## config.mk

```make
export PLATFORM = sky130hd
export DESIGN_NAME = bsr_back
export DESIGN_NICKNAME = d
export VERILOG_FILES = /design/src/rtl/bsr_pkg.sv /design/src/rtl/bsr_div.sv /design/src/rtl/bsr_back.sv
export SDC_FILE = /design/constraint.sdc
export NUM_CORES = 1
export LEC_CHECK = 0
export BUFFER_PORTS_ARGS = -buffer_cell sky130_fd_sc_hd__buf_2
export CORE_UTILIZATION = 25
export DETAILED_ROUTE_END_ITERATION = 12
export GPL_TIMING_DRIVEN = 0
export HOLD_SLACK_MARGIN = 0.02
export SLEW_MARGIN = 20
export SYNTH_ARGS = -nofsm -noshare
export SYNTH_HDL_FRONTEND = slang
export SYNTH_SLANG_ARGS = --single-unit
export TNS_END_PERCENT = 30
```

## constraint.sdc

```tcl
create_clock -name i_clk -period 3.5 [get_ports i_clk]
set_clock_uncertainty 0.05 [all_clocks]
set_input_delay 0.525 -clock i_clk [delete_from_list [all_inputs] [get_ports i_clk]]
set_output_delay 0.525 -clock i_clk [all_outputs]
set_load 0.03 [all_outputs]
```

## src/rtl/bsr_pkg.sv

```systemverilog
// ----------------------------------------------------------------------------
// bsr_pkg
// Shared constants and types of the bound step ratio test block.
// ----------------------------------------------------------------------------
package bsr_pkg;

    localparam int FRAC_BITS   = 16;
    localparam int Q_W         = 32;
    // Exact difference bound - position.
    localparam int DIFF_W      = Q_W + 1;
    // Dividend is |difference| shifted up by the fraction bits.
    localparam int NUM_W       = DIFF_W + FRAC_BITS;
    localparam int DIV_CNT_W   = $clog2(NUM_W);
    localparam int QUEUE_DEPTH = 2;
    localparam int QUEUE_AW    = $clog2(QUEUE_DEPTH);

    localparam logic signed [Q_W-1:0] Q_MAX = {1'b0, {(Q_W-1){1'b1}}};
    localparam logic signed [Q_W-1:0] Q_MIN = {1'b1, {(Q_W-1){1'b0}}};

    // One classified element waiting for the divider.
    typedef struct packed {
        logic signed [DIFF_W-1:0] diff;
        logic signed [Q_W-1:0]    dir;
        logic                     skip;
        logic                     last;
    } t_job;

endpackage

```

## src/rtl/bsr_div.sv

```systemverilog
// ----------------------------------------------------------------------------
// bsr_div
// Restoring divider, one quotient bit per cycle, with sign and saturation
// applied to the finished quotient.
// ----------------------------------------------------------------------------
module bsr_div
    import bsr_pkg::*;
(
    input  logic                     i_clk,
    input  logic                     i_rst_n,
    input  logic                     i_start,
    input  logic signed [DIFF_W-1:0] i_diff,
    input  logic signed [Q_W-1:0]    i_dir,
    output logic                     o_done,
    output logic signed [Q_W-1:0]    o_quot
);

    logic [Q_W-1:0]       r_rem;
    logic [NUM_W-1:0]     r_quo;
    logic [Q_W-1:0]       r_dmag;
    logic                 r_neg;
    logic [DIV_CNT_W-1:0] r_cnt;
    logic                 r_busy;
    logic                 r_done;

    logic [DIFF_W-1:0]    nmag;
    logic [Q_W-1:0]       dmag;
    logic [Q_W:0]         rem_sh;
    logic [Q_W:0]         rem_sub;
    logic                 ge;
    logic                 big;

    // The magnitude of the most negative value still fits as unsigned.
    assign nmag = i_diff[DIFF_W-1] ? DIFF_W'(-i_diff) : DIFF_W'(i_diff);
    assign dmag = i_dir[Q_W-1] ? Q_W'(-i_dir) : Q_W'(i_dir);

    assign rem_sh  = {r_rem, r_quo[NUM_W-1]};
    assign ge      = (rem_sh >= {1'b0, r_dmag});
    assign rem_sub = rem_sh - {1'b0, r_dmag};

    // Any quotient bit at or above the sign position means out of range.
    assign big = |r_quo[NUM_W-1:Q_W-1];

    always_comb begin
        if (big) begin
            o_quot = r_neg ? Q_MIN : Q_MAX;
        end else if (r_neg) begin
            o_quot = -$signed(r_quo[Q_W-1:0]);
        end else begin
            o_quot = $signed(r_quo[Q_W-1:0]);
        end
    end

    assign o_done = r_done;

    always_ff @(posedge i_clk) begin
        if (!i_rst_n) begin
            r_busy <= 1'b0;
            r_done <= 1'b0;
        end else begin
            r_done <= !i_start && r_busy && (r_cnt == '0);
            if (i_start) begin
                r_busy <= 1'b1;
            end else if (r_busy && r_cnt == '0) begin
                r_busy <= 1'b0;
            end
        end
        if (i_start) begin
            r_rem  <= '0;
            r_quo  <= {nmag, {FRAC_BITS{1'b0}}};
            r_dmag <= dmag;
            r_neg  <= i_diff[DIFF_W-1] ^ i_dir[Q_W-1];
            r_cnt  <= DIV_CNT_W'(NUM_W-1);
        end else if (r_busy) begin
            r_rem <= ge ? rem_sub[Q_W-1:0] : rem_sh[Q_W-1:0];
            r_quo <= {r_quo[NUM_W-2:0], ge};
            r_cnt <= r_cnt - 1'b1;
        end
    end

endmodule

```

## src/rtl/bsr_back.sv

```systemverilog
// ----------------------------------------------------------------------------
// bsr_back
// Back end: takes jobs from the queue, runs the divider and folds each
// ratio into the running least, positive-phase least and greatest values.
// ----------------------------------------------------------------------------
module bsr_back
    import bsr_pkg::*;
(
    input  logic                  i_clk,
    input  logic                  i_rst_n,
    input  logic                  i_job_valid,
    input  t_job                  i_job,
    output logic                  o_pop,
    output logic                  o_valid,
    input  logic                  i_ready,
    output logic signed [Q_W-1:0] o_bound_min,
    output logic signed [Q_W-1:0] o_wolfe_min,
    output logic signed [Q_W-1:0] o_bound_max
);

    typedef enum logic [2:0] {
        ST_IDLE = 3'b001,
        ST_DIV  = 3'b010,
        ST_FOLD = 3'b100
    } t_state;

    t_state                r_state;
    t_state                n_state;
    logic                  r_skip;
    logic                  r_last;
    logic signed [Q_W-1:0] r_q;
    logic signed [Q_W-1:0] r_min;
    logic signed [Q_W-1:0] r_wolfe;
    logic signed [Q_W-1:0] r_max;
    logic signed [Q_W-1:0] n_min;
    logic signed [Q_W-1:0] n_wolfe;
    logic signed [Q_W-1:0] n_max;
    logic signed [Q_W-1:0] r_out_min;
    logic signed [Q_W-1:0] r_out_wolfe;
    logic signed [Q_W-1:0] r_out_max;
    logic                  r_out_vld;

    logic                  div_start;
    logic                  div_done;
    logic signed [Q_W-1:0] div_quot;
    logic                  out_free;
    logic                  fold_go;

    assign out_free  = !r_out_vld || i_ready;
    assign o_pop     = (r_state == ST_IDLE) && i_job_valid;
    assign div_start = o_pop && !i_job.skip;
    assign fold_go   = (r_state == ST_FOLD) && (!r_last || out_free);

    bsr_div u_div (
        .i_clk   (i_clk),
        .i_rst_n (i_rst_n),
        .i_start (div_start),
        .i_diff  (i_job.diff),
        .i_dir   (i_job.dir),
        .o_done  (div_done),
        .o_quot  (div_quot)
    );

    // The positive-phase minimum looks at the least value after this ratio.
    always_comb begin
        n_min   = r_min;
        n_wolfe = r_wolfe;
        n_max   = r_max;
        if (!r_skip) begin
            if (r_q < r_min) begin
                n_min = r_q;
            end
            if (n_min > 0 && r_q < r_wolfe) begin
                n_wolfe = r_q;
            end
            if (r_q > r_max) begin
                n_max = r_q;
            end
        end
    end

    always_comb begin
        n_state = r_state;
        case (r_state)
            ST_IDLE: begin
                if (i_job_valid) begin
                    n_state = i_job.skip ? ST_FOLD : ST_DIV;
                end
            end
            ST_DIV: begin
                if (div_done) begin
                    n_state = ST_FOLD;
                end
            end
            ST_FOLD: begin
                if (fold_go) begin
                    n_state = ST_IDLE;
                end
            end
            default: begin
                n_state = ST_IDLE;
            end
        endcase
    end

    always_ff @(posedge i_clk) begin
        if (!i_rst_n) begin
            r_state   <= ST_IDLE;
            r_min     <= Q_MAX;
            r_wolfe   <= Q_MAX;
            r_max     <= '0;
            r_out_vld <= 1'b0;
        end else begin
            r_state   <= n_state;
            r_out_vld <= (fold_go && r_last) || (r_out_vld && !i_ready);
            if (fold_go) begin
                if (r_last) begin
                    r_min     <= Q_MAX;
                    r_wolfe   <= Q_MAX;
                    r_max     <= '0;
                end else begin
                    r_min   <= n_min;
                    r_wolfe <= n_wolfe;
                    r_max   <= n_max;
                end
            end
        end
        if (o_pop) begin
            r_skip <= i_job.skip;
            r_last <= i_job.last;
        end
        if (r_state == ST_DIV && div_done) begin
            r_q <= div_quot;
        end
        if (fold_go && r_last) begin
            r_out_min   <= n_min;
            r_out_wolfe <= n_wolfe;
            r_out_max   <= n_max;
        end
    end

    assign o_valid     = r_out_vld;
    assign o_bound_min = r_out_min;
    assign o_wolfe_min = r_out_wolfe;
    assign o_bound_max = r_out_max;

endmodule

```

Word level (Yosys, flattened, before mapping) --
Index checks and enable logic that the tools add are counted.
Storage, ports and cells: memory bits (writable) 0, memories kept 0, output and inout bits 98, bits in latches 0, word-level logic and storage cells 85, bits in registers 352, bits of input ports 71, ROM bits 0
Cells by class: bitwise gates (word level) 1, multiply operators 0, add/subtract/negate cells 5, $lt $le $gt $ge 5, muxes and demuxes 25, shifts and indexed selects 0, eq/ne operators 6, div/mod/pow operators 0, reductions and logical operators 23
Operator list (number):
- $mux 32 | 14
- $mux 49 | 2
- $lt 32x32->1 | 2
- $neg 32->32 | 2
- $ge 33x32->1 | 1
- $mux 33 | 1
- $neg 33->33 | 1
- $gt 32x1->1 const B | 1
- $gt 32x32->1 | 1
- $sub 32x32->32 | 1
- $mux 31 | 1
- $reduce_or 18->1 | 1
- $mux 3 | 4
- $logic_and 1x1->1 | 10
- $pmux 3 s3 | 1
- $logic_not 6->1 | 1
- $sub 6x1->6 const B | 1
- $logic_not 1->1 | 5
- $ne 2x2->1 const B | 2
- $reduce_bool 2->1 | 2
- $eq 3x1->1 const B | 1
- $eq 3x2->1 const B | 1
- $eq 3x3->1 const B | 1
- $logic_or 1x1->1 | 3
- 4 further kinds | 5

Logic depth before layout (Yosys ltp) --
depth in word-level cells 8, depth in mapped cells 14, gate-level depth less buffers 12

By module --
A second synthesis with hierarchy kept.
Second synthesis, totals: cells, all modules 1962, area, all modules 19815.3 µm²
Modules (own cells, without submodules):
- bsr_back | area each 11115.7 µm², cells each 975, instances 1, seq. area each 5905.7 µm²
- bsr_div | area each 8699.6 µm², cells each 987, instances 1, seq. area each 3103.0 µm²

Worst setup path after synthesis --
No wires, ideal clock.
kind register to register, start register r_q[28], end register r_out_wolfe[10], in the netlist o_wolfe_min[10] (data pin), cell stages (with the launch flop) 11, setup time 260 ps, clock period less this slack 3409 ps, data required time 3190 ps, path slack 91 ps, arrival 3099 ps, buffers on the path 1, path through edfxtp_1 > ha_1 > nand3_1 > nor2_1 > nand2_1 > or4_1 > o2111ai_1 > a21oi_1 > o2111ai_1 > clkbuf_1 > mux2_2
On the way: longest elaborated chain between the ends 7
Ends and longest elaborated chain:
- start, declared | RTL line bsr_back.sv:31 | logic signed [Q_W-1:0] r_q;
- start signal, assigned | RTL line bsr_back.sv:133 | r_q <= div_quot;
- $lt 32x32->1 | RTL line bsr_back.sv:70 | if (r_q < r_min) begin
- $mux 32 | RTL line bsr_back.sv:70
- $mux 32 | RTL line bsr_back.sv:69 | if (!r_skip) begin
- $gt 32x1->1 | RTL line bsr_back.sv:73 | if (n_min > 0 && r_q < r_wolfe) begin
- $logic_and 1x1->1 (*) | RTL line bsr_back.sv:73
- $mux 32 (*) | RTL line bsr_back.sv:73
- $mux 32 (*) | RTL line bsr_back.sv:69
- named net n_wolfe[10] | RTL line bsr_back.sv:36 | logic signed [Q_W-1:0] n_wolfe;
- end signal, assigned | RTL line bsr_back.sv:137 | r_out_wolfe <= n_wolfe;
- end, declared | RTL line bsr_back.sv:39 | logic signed [Q_W-1:0] r_out_wolfe;
Mark *: on every way through the listed nets, which the timed path passes. The rest lies on a longest branch. The select of a mux whose other input is x is not followed. A chain may end at the register's enable or synchronous reset.

Final worst setup path --
start register r_q[25], end register r_out_wolfe[16], in the netlist o_wolfe_min[16] (data pin)
Same word-level chain as after synthesis.

==> impl_metrics.csv <==
group,metric,value,unit
worst_setup_path,r2r_slack,-0.04,ns
power_and_ir_drop,vdd_drop_max,0.282,mV
synthesis,yosysMostFrequentCell,"edfxtp_1",
worst_setup_path,crit_type,"reg -> reg",
synthesis,syn_inst,1992,
worst_setup_path,crit_end,"o_wolfe_min[16]",
clocking,cts_hold_buf,0,
timing,setup_viol,12,
place,gp_congestion,0.888,
worst_setup_path,startpoint,"r_q[25]",
synthesis,yosysTopAreaCell,"edfxtp_1",
clocking,cts_tree,"yes",
synthesis,synth_area_leaders,"edfxtp_1 (30%), dfxtp_1 (16%), ha_1 (8.4%), o21ai_0 (4.2%), mux2_2 (3.5%)",
grt,grt_overflow,0,
route,vias,16000,
clocking,clock_path_buffers,3,
synthesis,syn_nets,2195,
die,initial_utilization,0.253,
worst_setup_path,r2r-start,"r_q[25]",
synthesis,synth.distinct_cells,71,
route,firstDrtPassIters,6,
place,pre_cts_ws,-0.916,ns
timing,drv_slew,0,
finish,area_delta_synth_final,21.0,%
route,drt_iter0_markers,1228,
die,die-area,0.0793,mm2
worst_setup_path,reg2reg_depth,11,
die,core,0.0773,mm2
timing,worst_pin_slew,0.863,ns
grt,antenna_found_initial,16,
worst_setup_path,crit_fanout,10,
route,drc_errors,0,
finish,final_nets,2458,
die,ioPinCount,169,
timing,hold_viol_final,0,
worst_setup_path,end_kind,"flip-flop",
place,dp_hpwl,41900,um
run_status,violations,"negative setup slack",
timing,fmaxAchievable,283,MHz
power_and_ir_drop,total_power,11.5,mW
synthesis,synth-seq-cells,352,
grt,grt_pass1_wl,86300,um
route,wl_per_cell,16.9,um
worst_setup_path,worst_r2r_endpoint,"o_wolfe_min[16]",
timing,max_slew_margin,0.420,
power_and_ir_drop,cellLeakagePower,9.29,nW
grt,grt_pass1_vias,15000,
die,row_count,102,
place,place.port_buffers,168,
clocking,htreeDepth,2,
die,fp.dieH,282,um
worst_setup_path,startpoint_type,"flip-flop",
route,ant_nets,0,
clocking,worstSkewPairLatency,0.55,ns
worst_hold_path,min-delay-path-class,"in -> reg",
synthesis,synth_seq_area_share,0.461,
timing,rsz0062_at_grt,"true",
clocking,clock_sinks,352,
timing,period_share,1.01,
worst_setup_path,cp_data_required_time,3.74,ns
grt,grt_use_total,0.139,
clocking,cts_root_buf,"clkbuf_16",
clocking,cts_buffers,37,
route,viasPerCell,4.82,
synthesis,synth.avg_cell_area,9.81,um2
clocking,path_clk_slew,0.07,ns
synthesis,synth_top_flop_cell,"edfxtp_1",
synthesis,synthArstFlopShare,0,
power_and_ir_drop,power_density,485,mW/mm2
synthesis,yosys.area.top_type_share,0.301,
run_status,status,"finished, violations left",
route,wl,56400,um
synthesis,yosys_warnings,0,
timing,layout_min_cycle_time,3.54,ns
worst_setup_path,worstPathArrival,3.78,ns
synthesis,synth_edf_count,196,
finish,layout-drive-gt1-share,0.182,
run,cap_violations,0,
synthesis,netlist_area,0.0195,mm2
synthesis,ys_top_cells_by_count,"edfxtp_1 (196), nand2_1 (170), o21ai_0 (164)",
die,die_w,282,um
grt,grt_max_degree,58,
timing,worst_slack,-0.0374,ns
## where the power goes
group / switching, mW / internal, mW / total [mW]
sequential: 0.213 / 4.62 / 4.83
combinational: 1.55 / 0.990 / 2.54
clock: 1.69 / 2.39 / 4.09
## through the flow
stage	hold slack [ns]	setup TNS, ns	util	cells	area [um2]
floorplan	0.386	0	-	1992	19500
finish	0.108	-0.253	0.306	3328	23600
global route	0.0922	-3.48	0.306	3328	23600
global placement	0.394	-229.25	0.280	3200	21700
CTS	0.0863	-0.159	0.302	3310	23400
detailed placement	0.397	-104.36	0.281	3205	21800
## routing by layer
layer	up-vias	GRT usage	part of all wire
li1	7905	-	-
met1	7573	0.189	0.46
met2	458	0.223	0.46
met3	85	0.0292	0.068
met4	24	0.0319	0.017
met5	-	0	0.0026
## repair_timing
action / CTS / global route
gates cloned: 0 / 1
gates resized for setup: 37 / 60
buffers inserted: 37 / 15
pin swaps: 2 / 5
setup endpoints to repair: 189 / 210
## layout by cell type, fill, tap and decap left out, types with 24 or more instances in the layout
| cell type | instances |
|---|---|
| mux2_2 | 61 |
| xor2_1 | 37 |
| buf_2 | 174 |
| a221o_1 | 33 |
| ha_1 | 128 |
| a22o_1 | 32 |
| clkbuf_16 | 40 |
| or3_1 | 30 |
| edfxtp_1 | 196 |
| xnor2_1 | 52 |
| nor3_1 | 39 |
| a21oi_1 | 123 |
| o21ai_0 | 162 |
| inv_1 | 155 |
| nor2_1 | 93 |
| o211ai_1 | 32 |
| dfxtp_1 | 156 |
| buf_4 | 58 |
| nand3_1 | 62 |
| clkbuf_1 | 60 |
| mux2i_1 | 24 |
| nand2_1 | 170 |
| nor4_1 | 24 |
## how the worst min path moves through the flow
stage	start	endpoint	slack, ns	cells after the start
global route	i_job[0]	r_last	0.09	1
finish	i_job[0]	r_last	0.11	1
detailed placement	u_div.r_cnt[0]	u_div.r_cnt[0]	0.40	2
floorplan	u_div.r_cnt[0]	u_div.r_cnt[0]	0.39	2
global placement	u_div.r_cnt[0]	u_div.r_cnt[0]	0.39	2
CTS	i_job[0]	r_last	0.09	1
## flip-flops by register name, summed over array words and instances, names as in the netlist, 3 cells and up
name,count
o_bound_max,32
r_max,32
u_div.r_rem,32
o_wolfe_min,32
u_div.r_dmag,32
u_div.r_cnt,6
r_min,32
r_state,3
r_q,32
r_wolfe,32
u_div.r_quo,49
o_bound_min,32
## cells by family after synthesis
logic type | share of synthesized area
compound gates | 0.185
simple gates | 0.133
flops | 0.461
buf+inv | 0.0488
fa+ha+maj | 0.0849
xor+xnor | 0.0399
mux | 0.0475
## final cells by class
class	count	area [um2]
fillers	8147	53700
multi-input cells	1386	9740
flip-flops and latches	352	9010
repair buffers	226	1310
well taps	1040	1300
clock buffers	53	1080
inverters	159	599
plain buffers	93	412
clock inverters	15	176
diodes	4	10.0
## worst max-delay path, stage by stage (launching register included)
cell and delay [ns]:
edfxtp_1 0.53, buf_4 0.20, ha_1 0.31, nand4_1 0.08, nor2_1 0.09, nand2_1 0.10, or4_1 0.57, o2111ai_1 0.25
a21oi_2 0.08, o2111ai_4 0.31, buf_4 0.28, mux2_2 0.40
Power figures use the tool's default switching activity.
